`config.mk`:
```
export PLATFORM = sky130hd
export DESIGN_NAME = x86_16_instruction_predecoder_top_flat
export DESIGN_NICKNAME = d
export VERILOG_FILES = /design/src/rtl/core/x86pd_pkg.sv /design/src/rtl/core/x86pd_byte_if.sv /design/src/rtl/core/x86pd_res_if.sv /design/src/rtl/core/x86_16_instruction_predecoder_top.sv /design/src/rtl/core/x86pd_collect.sv /design/src/rtl/core/x86pd_outreg.sv /design/src/flat_wrapper.sv
export VERILOG_INCLUDE_DIRS = /design/src /design/src/rtl/core
export SDC_FILE = /design/constraint.sdc
export NUM_CORES = 1
export LEC_CHECK = 0
export ABC_CLOCK_PERIOD_IN_PS = 10400
export BUFFER_PORTS_ARGS = -buffer_cell sky130_fd_sc_hd__buf_4
export CAP_MARGIN = 10
export CORE_MARGIN = 2
export CORE_UTILIZATION = 60
export CTS_BUF_LIST = sky130_fd_sc_hd__clkbuf_16
export CTS_CLUSTER_DIAMETER = 40
export DETAILED_ROUTE_END_ITERATION = 10
export GPL_TIMING_DRIVEN = 1
export PLACE_DENSITY = 0.81
export REMOVE_ABC_BUFFERS = 1
export SETUP_SLACK_MARGIN = 0.4
export SLEW_MARGIN = 20
export SYNTH_ARGS = -nofsm -noshare
export SYNTH_HDL_FRONTEND = slang
export SYNTH_SLANG_ARGS = --single-unit
```
`constraint.sdc`:
```
create_clock -name clk_i -period 10.4 [get_ports clk_i]
set_clock_uncertainty 0.05 [all_clocks]
set_input_delay 1.56 -clock clk_i [delete_from_list [all_inputs] [get_ports clk_i]]
set_output_delay 1.56 -clock clk_i [all_outputs]
set_load 0.05 [all_outputs]
```
`src/rtl/core/x86_16_instruction_predecoder_top_macros.svh`:
```
// Assertion macros for the predecoder RTL, used in x86pd_collect.
// Depends on clk_i and rst_ni being visible in the module that uses them.
`ifndef X86_16_INSTRUCTION_PREDECODER_TOP_MACROS_SVH
`define X86_16_INSTRUCTION_PREDECODER_TOP_MACROS_SVH
`ifndef SYNTHESIS
// Property that must hold at every edge outside reset
`define X86PD_ASSERT(lbl, prop, msg) \
  lbl: assert property (@(posedge clk_i) disable iff (!rst_ni) (prop)) else $error(msg);
// Same-cycle implication
`define X86PD_ASSERT_IMP(lbl, ante, cons, msg) \
  lbl: assert property (@(posedge clk_i) disable iff (!rst_ni) (ante) |-> (cons)) \
    else $error(msg);
`else
`define X86PD_ASSERT(lbl, prop, msg)
`define X86PD_ASSERT_IMP(lbl, ante, cons, msg)
`endif
`endif

```
`src/rtl/core/x86pd_pkg.sv`:
```
// Package for the 8086 instruction predecoder: kinds, opcode patterns,
// length helpers and the decoded result record. No dependencies.
package x86pd_pkg;

  typedef enum logic [2:0] {
    KIND_MOV_RM  = 3'd0,
    KIND_MOV_IMM = 3'd1,
    KIND_ADD_RM  = 3'd2,
    KIND_IMM_GRP = 3'd3,
    KIND_ADD_ACC = 3'd4,
    KIND_UNKNOWN = 3'd5
  } op_kind_e;

  // Opcode prefix patterns
  localparam logic [5:0] PAT_MOV_RM  = 6'b100010;
  localparam logic [3:0] PAT_MOV_IMM = 4'b1011;
  localparam logic [5:0] PAT_ADD_RM  = 6'b000000;
  localparam logic [5:0] PAT_IMM_GRP = 6'b100000;
  localparam logic [6:0] PAT_ADD_ACC = 7'b0000010;
  // ModRM codes
  localparam logic [2:0] RM_DIRECT   = 3'b110;
  localparam logic [1:0] MOD_REG     = 2'b11;
  localparam logic [1:0] MOD_DISP8   = 2'b01;
  localparam logic [1:0] MOD_DISP16  = 2'b10;
  localparam logic [1:0] MOD_NODISP  = 2'b00;

  typedef struct packed {
    op_kind_e           op_kind;
    logic               dir_bit;
    logic               wide_bit;
    logic               sign_ext_bit;
    logic [1:0]         mode_field;
    logic [2:0]         reg_num;
    logic [2:0]         rm_field;
    logic signed [15:0] displacement;
    logic [15:0]        immediate;
    logic [2:0]         instr_length;
  } result_t;

  function automatic op_kind_e classify(input logic [7:0] op);
    if (op[7:2] == PAT_MOV_RM)       return KIND_MOV_RM;
    else if (op[7:4] == PAT_MOV_IMM) return KIND_MOV_IMM;
    else if (op[7:2] == PAT_ADD_RM)  return KIND_ADD_RM;
    else if (op[7:2] == PAT_IMM_GRP) return KIND_IMM_GRP;
    else if (op[7:1] == PAT_ADD_ACC) return KIND_ADD_ACC;
    else                             return KIND_UNKNOWN;
  endfunction

  function automatic logic has_modrm(input op_kind_e kind);
    return (kind == KIND_MOV_RM) || (kind == KIND_ADD_RM) || (kind == KIND_IMM_GRP);
  endfunction

  function automatic logic [1:0] disp_count(input logic [7:0] modrm);
    logic [1:0] cnt;
    cnt = 2'd0;
    unique case (modrm[7:6])
      MOD_DISP8:  cnt = 2'd1;
      MOD_DISP16: cnt = 2'd2;
      MOD_NODISP: cnt = (modrm[2:0] == RM_DIRECT) ? 2'd2 : 2'd0;
      default:    cnt = 2'd0;
    endcase
    return cnt;
  endfunction

  function automatic logic wide_of(input op_kind_e kind, input logic [7:0] op);
    return (kind == KIND_MOV_IMM) ? op[3] : op[0];
  endfunction

  function automatic logic [1:0] imm_count(input op_kind_e kind, input logic [7:0] op);
    logic [1:0] cnt;
    cnt = 2'd0;
    if ((kind == KIND_MOV_RM) || (kind == KIND_ADD_RM)) cnt = 2'd0;
    else if (kind == KIND_IMM_GRP) cnt = (op[0] && !op[1]) ? 2'd2 : 2'd1;
    else cnt = wide_of(kind, op) ? 2'd2 : 2'd1;
    return cnt;
  endfunction

endpackage

```
`src/rtl/core/x86pd_byte_if.sv`:
```
// Code byte stream channel: valid/ready plus one byte.
// Depends on nothing.
interface x86pd_byte_if;
  logic       valid;
  logic       ready;
  logic [7:0] code_byte;

  modport source (output valid, output code_byte, input ready);
  modport sink   (input valid, input code_byte, output ready);
endinterface

```
`src/rtl/core/x86pd_res_if.sv`:
```
// Decoded instruction channel: valid/ready plus the decoded fields.
// Depends on nothing.
interface x86pd_res_if;
  logic               valid;
  logic               ready;
  logic [2:0]         op_kind;
  logic               dir_bit;
  logic               wide_bit;
  logic               sign_ext_bit;
  logic [1:0]         mode_field;
  logic [2:0]         reg_num;
  logic [2:0]         rm_field;
  logic signed [15:0] displacement;
  logic [15:0]        immediate;
  logic [2:0]         instr_length;

  modport source (output valid, output op_kind, output dir_bit, output wide_bit,
                  output sign_ext_bit, output mode_field, output reg_num,
                  output rm_field, output displacement, output immediate,
                  output instr_length, input ready);
  modport sink   (input valid, input op_kind, input dir_bit, input wide_bit,
                  input sign_ext_bit, input mode_field, input reg_num,
                  input rm_field, input displacement, input immediate,
                  input instr_length, output ready);
endinterface

```
`src/rtl/core/x86_16_instruction_predecoder_top.sv`:
```
// 8086 subset predecoder: one code byte per transfer, one decoded result per instruction.
// A result is valid the cycle after the transfer of its last byte.
// One byte per cycle while input ready is high; an instruction is 1..6 bytes long.
// Input ready drops only while a finished result waits in the result register.
// Reset (async, active low) clears the byte phase, all holds and the result valid.
// Uses x86pd_pkg, x86pd_byte_if, x86pd_res_if, x86pd_collect and x86pd_outreg.
module x86_16_instruction_predecoder_top
  import x86pd_pkg::*;
(
  input  logic        clk_i,
  input  logic        rst_ni,
  x86pd_byte_if.sink  code_i,
  x86pd_res_if.source result_o
);

  logic    take;
  logic    done;
  logic    free;
  result_t res;

  assign code_i.ready = free;
  assign take         = code_i.valid && free;

  x86pd_collect u_collect (
    .clk_i  (clk_i),
    .rst_ni (rst_ni),
    .take_i (take),
    .byte_i (code_i.code_byte),
    .done_o (done),
    .res_o  (res)
  );

  x86pd_outreg u_outreg (
    .clk_i    (clk_i),
    .rst_ni   (rst_ni),
    .load_i   (done),
    .res_i    (res),
    .free_o   (free),
    .result_o (result_o)
  );

endmodule

```
`src/rtl/core/x86pd_collect.sv`:
```
// Byte phase machine: holds opcode, ModRM, displacement and immediate bytes
// and assembles the decoded record on the last byte. Uses x86pd_pkg.
module x86pd_collect
  import x86pd_pkg::*;
(
  input  logic       clk_i,
  input  logic       rst_ni,
  input  logic       take_i,
  input  logic [7:0] byte_i,
  output logic       done_o,
  output result_t    res_o
);

`include "x86_16_instruction_predecoder_top_macros.svh"

  logic [2:0]  phase_q, phase_d;
  logic [7:0]  opcode_q, opcode_d;
  logic [7:0]  modrm_q, modrm_d;
  logic [15:0] disp_q, disp_d;
  logic [15:0] imm_q, imm_d;
  logic [2:0]  expect_q, expect_d;

  op_kind_e    kind;
  logic        mrm;
  logic [2:0]  dstart;
  logic [2:0]  dend;
  logic [2:0]  phase_nx;
  logic [2:0]  len;
  logic [2:0]  slot;
  logic        sel_hi;
  logic [15:0] disp_ext;
  logic [15:0] imm_ext;

  // Next state of the holds and completion
  always_comb begin
    phase_d  = phase_q;
    opcode_d = opcode_q;
    modrm_d  = modrm_q;
    disp_d   = disp_q;
    imm_d    = imm_q;
    expect_d = expect_q;
    done_o   = 1'b0;
    len      = 3'd0;
    kind     = (phase_q == 3'd0) ? classify(byte_i) : classify(opcode_q);
    mrm      = has_modrm(kind);
    dstart   = mrm ? 3'd2 : 3'd1;
    dend     = dstart + (mrm ? {1'b0, disp_count(modrm_q)} : 3'd0);
    phase_nx = phase_q + 3'd1;
    slot     = 3'd0;
    sel_hi   = 1'b0;
    if (take_i) begin
      if (phase_q == 3'd0) begin
        opcode_d = byte_i;
        modrm_d  = 8'h00;
        disp_d   = 16'h0000;
        imm_d    = 16'h0000;
        if (kind == KIND_UNKNOWN) begin
          done_o   = 1'b1;
          len      = 3'd1;
          expect_d = 3'd0;
        end else begin
          phase_d  = 3'd1;
          expect_d = mrm ? 3'd2 : 3'd1 + {1'b0, imm_count(kind, byte_i)};
        end
      end else begin
        if (mrm && (phase_q == 3'd1)) begin
          modrm_d  = byte_i;
          expect_d = 3'd2 + {1'b0, disp_count(byte_i)} + {1'b0, imm_count(kind, opcode_q)};
        end else if (phase_q < dend) begin
          slot   = phase_q - dstart;
          sel_hi = slot[0];
          disp_d = disp_q | (sel_hi ? {byte_i, 8'h00} : {8'h00, byte_i});
        end else begin
          slot   = phase_q - dend;
          sel_hi = slot[0];
          imm_d  = imm_q | (sel_hi ? {byte_i, 8'h00} : {8'h00, byte_i});
        end
        if (phase_nx >= expect_d) begin
          done_o   = 1'b1;
          len      = expect_d;
          phase_d  = 3'd0;
          expect_d = 3'd0;
        end else begin
          phase_d = phase_nx;
        end
      end
    end
  end

  // Field assembly from the updated holds
  always_comb begin
    res_o = '0;
    disp_ext = disp_d;
    imm_ext  = imm_d;
    res_o.op_kind      = kind;
    res_o.instr_length = len;
    if (kind != KIND_UNKNOWN) begin
      res_o.wide_bit     = wide_of(kind, opcode_d);
      res_o.sign_ext_bit = (kind == KIND_IMM_GRP) ? opcode_d[1] : 1'b0;
      res_o.dir_bit      = ((kind == KIND_MOV_RM) || (kind == KIND_ADD_RM)) ? opcode_d[1] : 1'b0;
      if (mrm) begin
        res_o.mode_field = modrm_d[7:6];
        res_o.reg_num    = modrm_d[5:3];
        res_o.rm_field   = modrm_d[2:0];
        if ((disp_count(modrm_d) == 2'd1) && disp_d[7]) disp_ext = {8'hFF, disp_d[7:0]};
      end else if (kind == KIND_MOV_IMM) begin
        res_o.reg_num = opcode_d[2:0];
      end
      if (res_o.sign_ext_bit && imm_d[7]) imm_ext = {8'hFF, imm_d[7:0]};
      res_o.displacement = disp_ext;
      res_o.immediate    = imm_ext;
    end
  end

  // State registers
  always_ff @(posedge clk_i or negedge rst_ni) begin
    if (!rst_ni) begin
      phase_q  <= 3'd0;
      opcode_q <= 8'h00;
      modrm_q  <= 8'h00;
      disp_q   <= 16'h0000;
      imm_q    <= 16'h0000;
      expect_q <= 3'd0;
    end else begin
      phase_q  <= phase_d;
      opcode_q <= opcode_d;
      modrm_q  <= modrm_d;
      disp_q   <= disp_d;
      imm_q    <= imm_d;
      expect_q <= expect_d;
    end
  end

  `X86PD_ASSERT(a_idle_no_len, (phase_q == 3'd0) == (expect_q == 3'd0), "phase/length mismatch")
  `X86PD_ASSERT_IMP(a_phase_below_len, phase_q != 3'd0, phase_q < expect_q, "phase past length")
  `X86PD_ASSERT_IMP(a_one_byte_unknown, done_o && (phase_q == 3'd0),
                    res_o.op_kind == KIND_UNKNOWN, "known opcode finished on first byte")
  `X86PD_ASSERT_IMP(a_len_matches, done_o && (phase_q != 3'd0),
                    res_o.instr_length == phase_q + 3'd1, "length differs from bytes taken")

endmodule

```
`src/rtl/core/x86pd_outreg.sv`:
```
// Result register that drives the output channel and holds a result
// until its transfer. Uses x86pd_pkg and x86pd_res_if.
module x86pd_outreg
  import x86pd_pkg::*;
(
  input  logic        clk_i,
  input  logic        rst_ni,
  input  logic        load_i,
  input  result_t     res_i,
  output logic        free_o,
  x86pd_res_if.source result_o
);

  logic    valid_q, valid_d;
  result_t res_q;

  // Room for a new result when empty or the held one transfers now
  assign free_o = !valid_q || result_o.ready;

  always_comb begin
    valid_d = valid_q;
    if (load_i)               valid_d = 1'b1;
    else if (result_o.ready)  valid_d = 1'b0;
  end

  always_ff @(posedge clk_i or negedge rst_ni) begin
    if (!rst_ni) valid_q <= 1'b0;
    else         valid_q <= valid_d;
  end

  // Payload, no reset
  always_ff @(posedge clk_i) begin
    if (load_i) res_q <= res_i;
  end

  assign result_o.valid        = valid_q;
  assign result_o.op_kind      = res_q.op_kind;
  assign result_o.dir_bit      = res_q.dir_bit;
  assign result_o.wide_bit     = res_q.wide_bit;
  assign result_o.sign_ext_bit = res_q.sign_ext_bit;
  assign result_o.mode_field   = res_q.mode_field;
  assign result_o.reg_num      = res_q.reg_num;
  assign result_o.rm_field     = res_q.rm_field;
  assign result_o.displacement = res_q.displacement;
  assign result_o.immediate    = res_q.immediate;
  assign result_o.instr_length = res_q.instr_length;

endmodule
```
`src/flat_wrapper.sv`:
```
// flat-port wrapper written by rule: the top's interface ports become plain ports
module x86_16_instruction_predecoder_top_flat import x86pd_pkg::*;
  (clk_i, rst_ni, code_i_valid, code_i_code_byte, code_i_ready, result_o_valid, result_o_op_kind, result_o_dir_bit, result_o_wide_bit, result_o_sign_ext_bit, result_o_mode_field, result_o_reg_num, result_o_rm_field, result_o_displacement, result_o_immediate, result_o_instr_length, result_o_ready);
  x86pd_byte_if code_i_i ();
  x86pd_res_if result_o_i ();
  input  logic clk_i;
  input  logic rst_ni;
  input wire logic [$bits(code_i_i.valid)-1:0] code_i_valid;
  input wire logic [$bits(code_i_i.code_byte)-1:0] code_i_code_byte;
  output wire logic [$bits(code_i_i.ready)-1:0] code_i_ready;
  output wire logic [$bits(result_o_i.valid)-1:0] result_o_valid;
  output wire logic [$bits(result_o_i.op_kind)-1:0] result_o_op_kind;
  output wire logic [$bits(result_o_i.dir_bit)-1:0] result_o_dir_bit;
  output wire logic [$bits(result_o_i.wide_bit)-1:0] result_o_wide_bit;
  output wire logic [$bits(result_o_i.sign_ext_bit)-1:0] result_o_sign_ext_bit;
  output wire logic [$bits(result_o_i.mode_field)-1:0] result_o_mode_field;
  output wire logic [$bits(result_o_i.reg_num)-1:0] result_o_reg_num;
  output wire logic [$bits(result_o_i.rm_field)-1:0] result_o_rm_field;
  output wire logic [$bits(result_o_i.displacement)-1:0] result_o_displacement;
  output wire logic [$bits(result_o_i.immediate)-1:0] result_o_immediate;
  output wire logic [$bits(result_o_i.instr_length)-1:0] result_o_instr_length;
  input wire logic [$bits(result_o_i.ready)-1:0] result_o_ready;
  assign code_i_i.valid = code_i_valid;
  assign code_i_i.code_byte = code_i_code_byte;
  assign code_i_ready = code_i_i.ready;
  assign result_o_valid = result_o_i.valid;
  assign result_o_op_kind = result_o_i.op_kind;
  assign result_o_dir_bit = result_o_i.dir_bit;
  assign result_o_wide_bit = result_o_i.wide_bit;
  assign result_o_sign_ext_bit = result_o_i.sign_ext_bit;
  assign result_o_mode_field = result_o_i.mode_field;
  assign result_o_reg_num = result_o_i.reg_num;
  assign result_o_rm_field = result_o_i.rm_field;
  assign result_o_displacement = result_o_i.displacement;
  assign result_o_immediate = result_o_i.immediate;
  assign result_o_instr_length = result_o_i.instr_length;
  assign result_o_i.ready = result_o_ready;
  x86_16_instruction_predecoder_top u_core (.clk_i(clk_i), .rst_ni(rst_ni), .code_i(code_i_i), .result_o(result_o_i));
endmodule
```
==> impl.org <==
** STA
- For this run, the top clock speed supported by timing is around 180 MHz.
- The worst pin sits at a relative slew slack of 35.9%.
- The final count of hold timing violations was 0.
- Setup violations remaining at the end of the flow were counted as 0.
- The worst path in the final design needs a cycle of 5.65 ns, including I/O delays and setup.
- Final total negative setup slack :: 0 ns
- The number of pins with negative max-slew slack in the final report came to 0.
- Setup repair after global routing left no endpoint under its margin.
- After layout, the worst path uses 54.3% of the clock period.
- For the pin with the worst max-slew slack, the measured transition is approximately 0.93 ns.

** Placement
- The count of buffers added on input and output ports is 62.
- Global placer's final weighted congestion :: about 0.85
- Including well taps, the total number of placed cells is around 550.
- Estimated wirelength of the detail-placed design :: just over 7000 um

** Synthesis
- Number of synthesized flops with an enable pin :: a little under 50
- The most used flip-flop cell after synthesis is dfrtp_1.
- The synthesized design contains between 100 and 150 register bits.
- After synthesis, the share of cell area in mux cells is between 1 and 1.5%.
- Number of warnings issued by yosys :: 0
- Post-synthesis simple-gate area fraction :: between 10% and 20%
- After synthesis, the largest family of logic cells by area is compound AO/OA/AOI/OAI gates.
- Cell with the most instances after synthesis :: nor2_1
- Of all flip-flops after synthesis, the portion carrying an async set or reset was 52.9%.
- Parity-gate share of the synthesized area counting xor and xnor cells :: less than 1%
- Sequential element share of the synthesized area :: between 60% and 70%
- Most frequent cells after synthesis :: 59 x nor2_1, 55 x dfrtp_1, 49 x edfxtp_1
- The top cell type by area accounts for a little under a third of the synthesized area.
- Leading cell types by total area after synthesis :: edfxtp_1 32%, dfrtp_1 30%, nor2_1 4.8%
- Cell accounting for the most synthesized area :: edfxtp_1
- After synthesis, the netlist uses 59 different library cells.
- Summing the areas of all compound-gate instances in the mapped netlist gives roughly 15% of the synthesized area.
- The cell area that synthesis handed to floorplanning was 4610 sq um.
- In this run the mean area of a mapped cell was between 10 and 15 sq um.
- Syn Inst Count :: 410
- Summing the areas of all fa, ha and maj instances in the mapped netlist gives between 3 and 4% of the synthesized area.

** Setup path
- STA puts the critical path data arrival time at about 5.6 ns.
- In this run the worst path has a maximum fanout of 34.
- Cell type of the slowest stage on the worst timing path :: buf_4
- In this run the worst setup path begins at code_i_code_byte[6].
- The setup check on the worst reg-to-reg path leaves a slack of 4.97 ns.
- Crit. End Element :: register
- Critical-path cell list :: buf_4 -> or3_1 -> or3_1 -> o22a_2 -> inv_2 -> nand2_1 -> o21ai_0 -> a32oi_1 -> ha_1 -> inv_1 -> ha_1 -> xor2_1 -> nor2_1 -> a21oi_1 -> ha_1 -> a21o_1 -> nand2_1 -> o21ai_4 -> buf_4
- Worst r2r dst :: u_core.u_outreg.result_o.rm_field[1]
- Data on the critical path is required at its endpoint by 10.34 ns.
- Startpoint-to-endpoint class of the critical path :: in2reg
- Number of gates on the worst path with buffers counted :: 19
- End point of the critical path :: u_core.u_outreg.result_o.rm_field[1]
- Worst path max stage delay :: 0.52 ns
- The startpoint identified for the worst register-to-register timing path is u_core.u_collect.phase_q[0].
- By instance count, the cell type seen most on the critical path is ha_1.
- Cell class contributing the biggest share of worst-path delay :: compound AO/OA/AOI/OAI gates
- Critical Path Start Type :: input port
- Number of cell instances on the worst register-to-register path :: 20
- Together, buffers and inverters on the worst path number 4.

** Finish
- Once layout is complete, the cells apart from fillers number between 500 and 600.
- Layout-stage area growth over the synthesis result :: 18.1%
- In the final design database the tool counted just under 500 nets.
- The repair_antennas step left the layout with diodes totalling 0.
- The post-route netlist has between 20% and 30% of its cells at a drive strength greater than 1.

** Run status
- The run finished with clean final reports.

** Die
- In this run the vertical extent of the chip is 91.6 um.
- IO Pins :: between 60 and 70
- Number of rows created at floorplan :: 31
- Die ar. :: between 8000 and 9000 sq um
- The floorplan step defined a core boundary enclosing between 7000 and 8000 sq um.
- From left edge to right edge, the die measures slightly above 90 um.
- Initial cell density of the core :: between 60% and 70%

** Clock tree
- The number of clock buffers added by TritonCTS is 9.
- Once the clock tree was built, the setup fixing pass inserted 0 buffers.
- No sink is reached through more buffers than the 2 on the longest clock path.
- The H-tree generated during clock tree synthesis spans 3 levels.
- Clk pin slew, worst setup/hold paths :: roughly 0.07 ns
- For this design, the sink count on the clock tree is about 100.
- TritonCTS clock tree :: built
- The root buffer cell chosen for the clock tree is clkbuf_16.
- Once the clock tree was built, the resizer swapped 0 gates to a different size.
- Worst skew pair latency :: around 0.35 ns
- Buffers inserted to repair hold after CTS numbered 0.

** Route
- After detailed routing, the average wire length per cell comes to between 15 and 20 um.
- Starting DRC count in detailed routing :: approximately 240
- Number of vias per cell :: between 6 and 7
- Initial DRT Pass Iterations :: 4
- After detailed routing, the number of remaining DRC violations is 0.
- Number of nets with antenna violations after routing :: 0
- For this block, the via count after detailed routing is 3450.
- After detailed routing, the total wire length is 11000 um.

** Worst hold path
- Hold WC Path Type :: reg2reg
- Along the worst hold path, the cell count comes to 2.

** Global routing
- Aggregate global-route resource usage :: between 20% and 30%
- The total overflow left after global routing is 0.
- Antenna violations before repair :: 0
- The first global-routing pass estimated approximately 18000 um of wire.
- Entering global routing, the biggest net connects 56 pins.
- Vias in the first global route :: between 3k and 4k

** Run
- The tool flagged a number of max-cap violations equal to 0.
cell usage in the layout, fill, tap and decap left out, drive strengths merged, types with 8 or more instances in the layout:
cell and count:
inv 21, nor2 60, clkbuf 10, o21ai 21, a31oi 9, edfxtp 49, nand2 38, buf 65
nor3 8, dfrtp 55, a21oi 29, ha 12, a22oi 8
logic make-up (layout without fill, tap and decap cells):
| kind of cell | count (synthesis) | count (layout) |
|---|---|---|
| muxes | 6 | 6 |
| adders and majority gates | 12 | 12 |
| and+or+nand+nor | 141 | 141 |
| xor gates and xnor gates | 2 | 2 |
| AOI/OAI and AO/OA | 105 | 105 |
| buffers and inverters | 40 | 100 |
| DFF | 104 | 104 |
sequential cells by signal, indices dropped and copies added, names as in the netlist:
register,cells
u_core.u_collect.disp_q,16
u_core.u_collect.expect_q,3
u_core.u_collect.imm_q,16
u_core.u_collect.modrm_q,8
u_core.u_collect.opcode_q,8
u_core.u_collect.phase_q,3
u_core.u_outreg.result_o.dir_bit,1
u_core.u_outreg.result_o.displacement,16
u_core.u_outreg.result_o.immediate,16
u_core.u_outreg.result_o.instr_length,3
u_core.u_outreg.result_o.mode_field,2
u_core.u_outreg.result_o.op_kind,3
u_core.u_outreg.result_o.reg_num,3
u_core.u_outreg.result_o.rm_field,3
u_core.u_outreg.result_o.sign_ext_bit,1
u_core.u_outreg.result_o.valid,1
u_core.u_outreg.result_o.wide_bit,1
area by class of cell:
cell class | instances | area [sq um]
flip-flops and latches | 104 | 2850
multi-input cells | 266 | 1610
clock inverters | 6 | 47.5
fillers | 496 | 1890
inverters | 19 | 71.3
clock buffers | 10 | 250
repair buffers | 65 | 488
well taps | 99 | 124
metrics by stage:
stage	hold WS [ns]	worst slack, ns	instance area (sq um)	utilization (%)
global route	0.452	4.41	5440	74.2
detailed placement	0.418	4.44	5140	70.1
CTS	0.435	4.80	5440	74.2
floorplan	0.397	3.48	4520	-
global placement	0.410	4.61	5140	70.1
finish	0.432	4.75	5440	74.2
worst min-delay path, cell delays in order, from the launching register on:
cell	delay, ns
dfrtp_1	0.32
a21oi_1	0.05
nor2_1	0.07
layer usage:
| metal | vias to the layer above | global-route usage [%] | share of wire, % |
|---|---|---|---|
| met5 | - | 0 | 0 |
| met4 | 0 | 12.4 | 2.7 |
| li1 | 1576 | - | - |
| met2 | 152 | 43.0 | 48 |
| met1 | 1699 | 38.3 | 43 |
| met3 | 23 | 5.75 | 6.2 |
how the worst min path moves through the flow:
| stage | startpoint | to | slack, ns |
|---|---|---|---|
| 2_1_floorplan | u_core.u_collect.imm_q[10] | u_core.u_collect.imm_q[10] | 0.40 |
| 3_3_place_gp | u_core.u_collect.imm_q[14] | u_core.u_collect.imm_q[14] | 0.41 |
| 3_5_place_dp | u_core.u_collect.imm_q[13] | u_core.u_collect.imm_q[13] | 0.42 |
| 4_1_cts | u_core.u_collect.imm_q[0] | u_core.u_collect.imm_q[0] | 0.43 |
| 5_1_grt | u_core.u_collect.imm_q[0] | u_core.u_collect.imm_q[0] | 0.45 |
| 6_report | u_core.u_collect.imm_q[3] | u_core.u_collect.imm_q[3] | 0.43 |
Power is left out: the tool's default activity adds up to more than one toggle a clock period on the data nets, which glitch-free logic cannot reach.
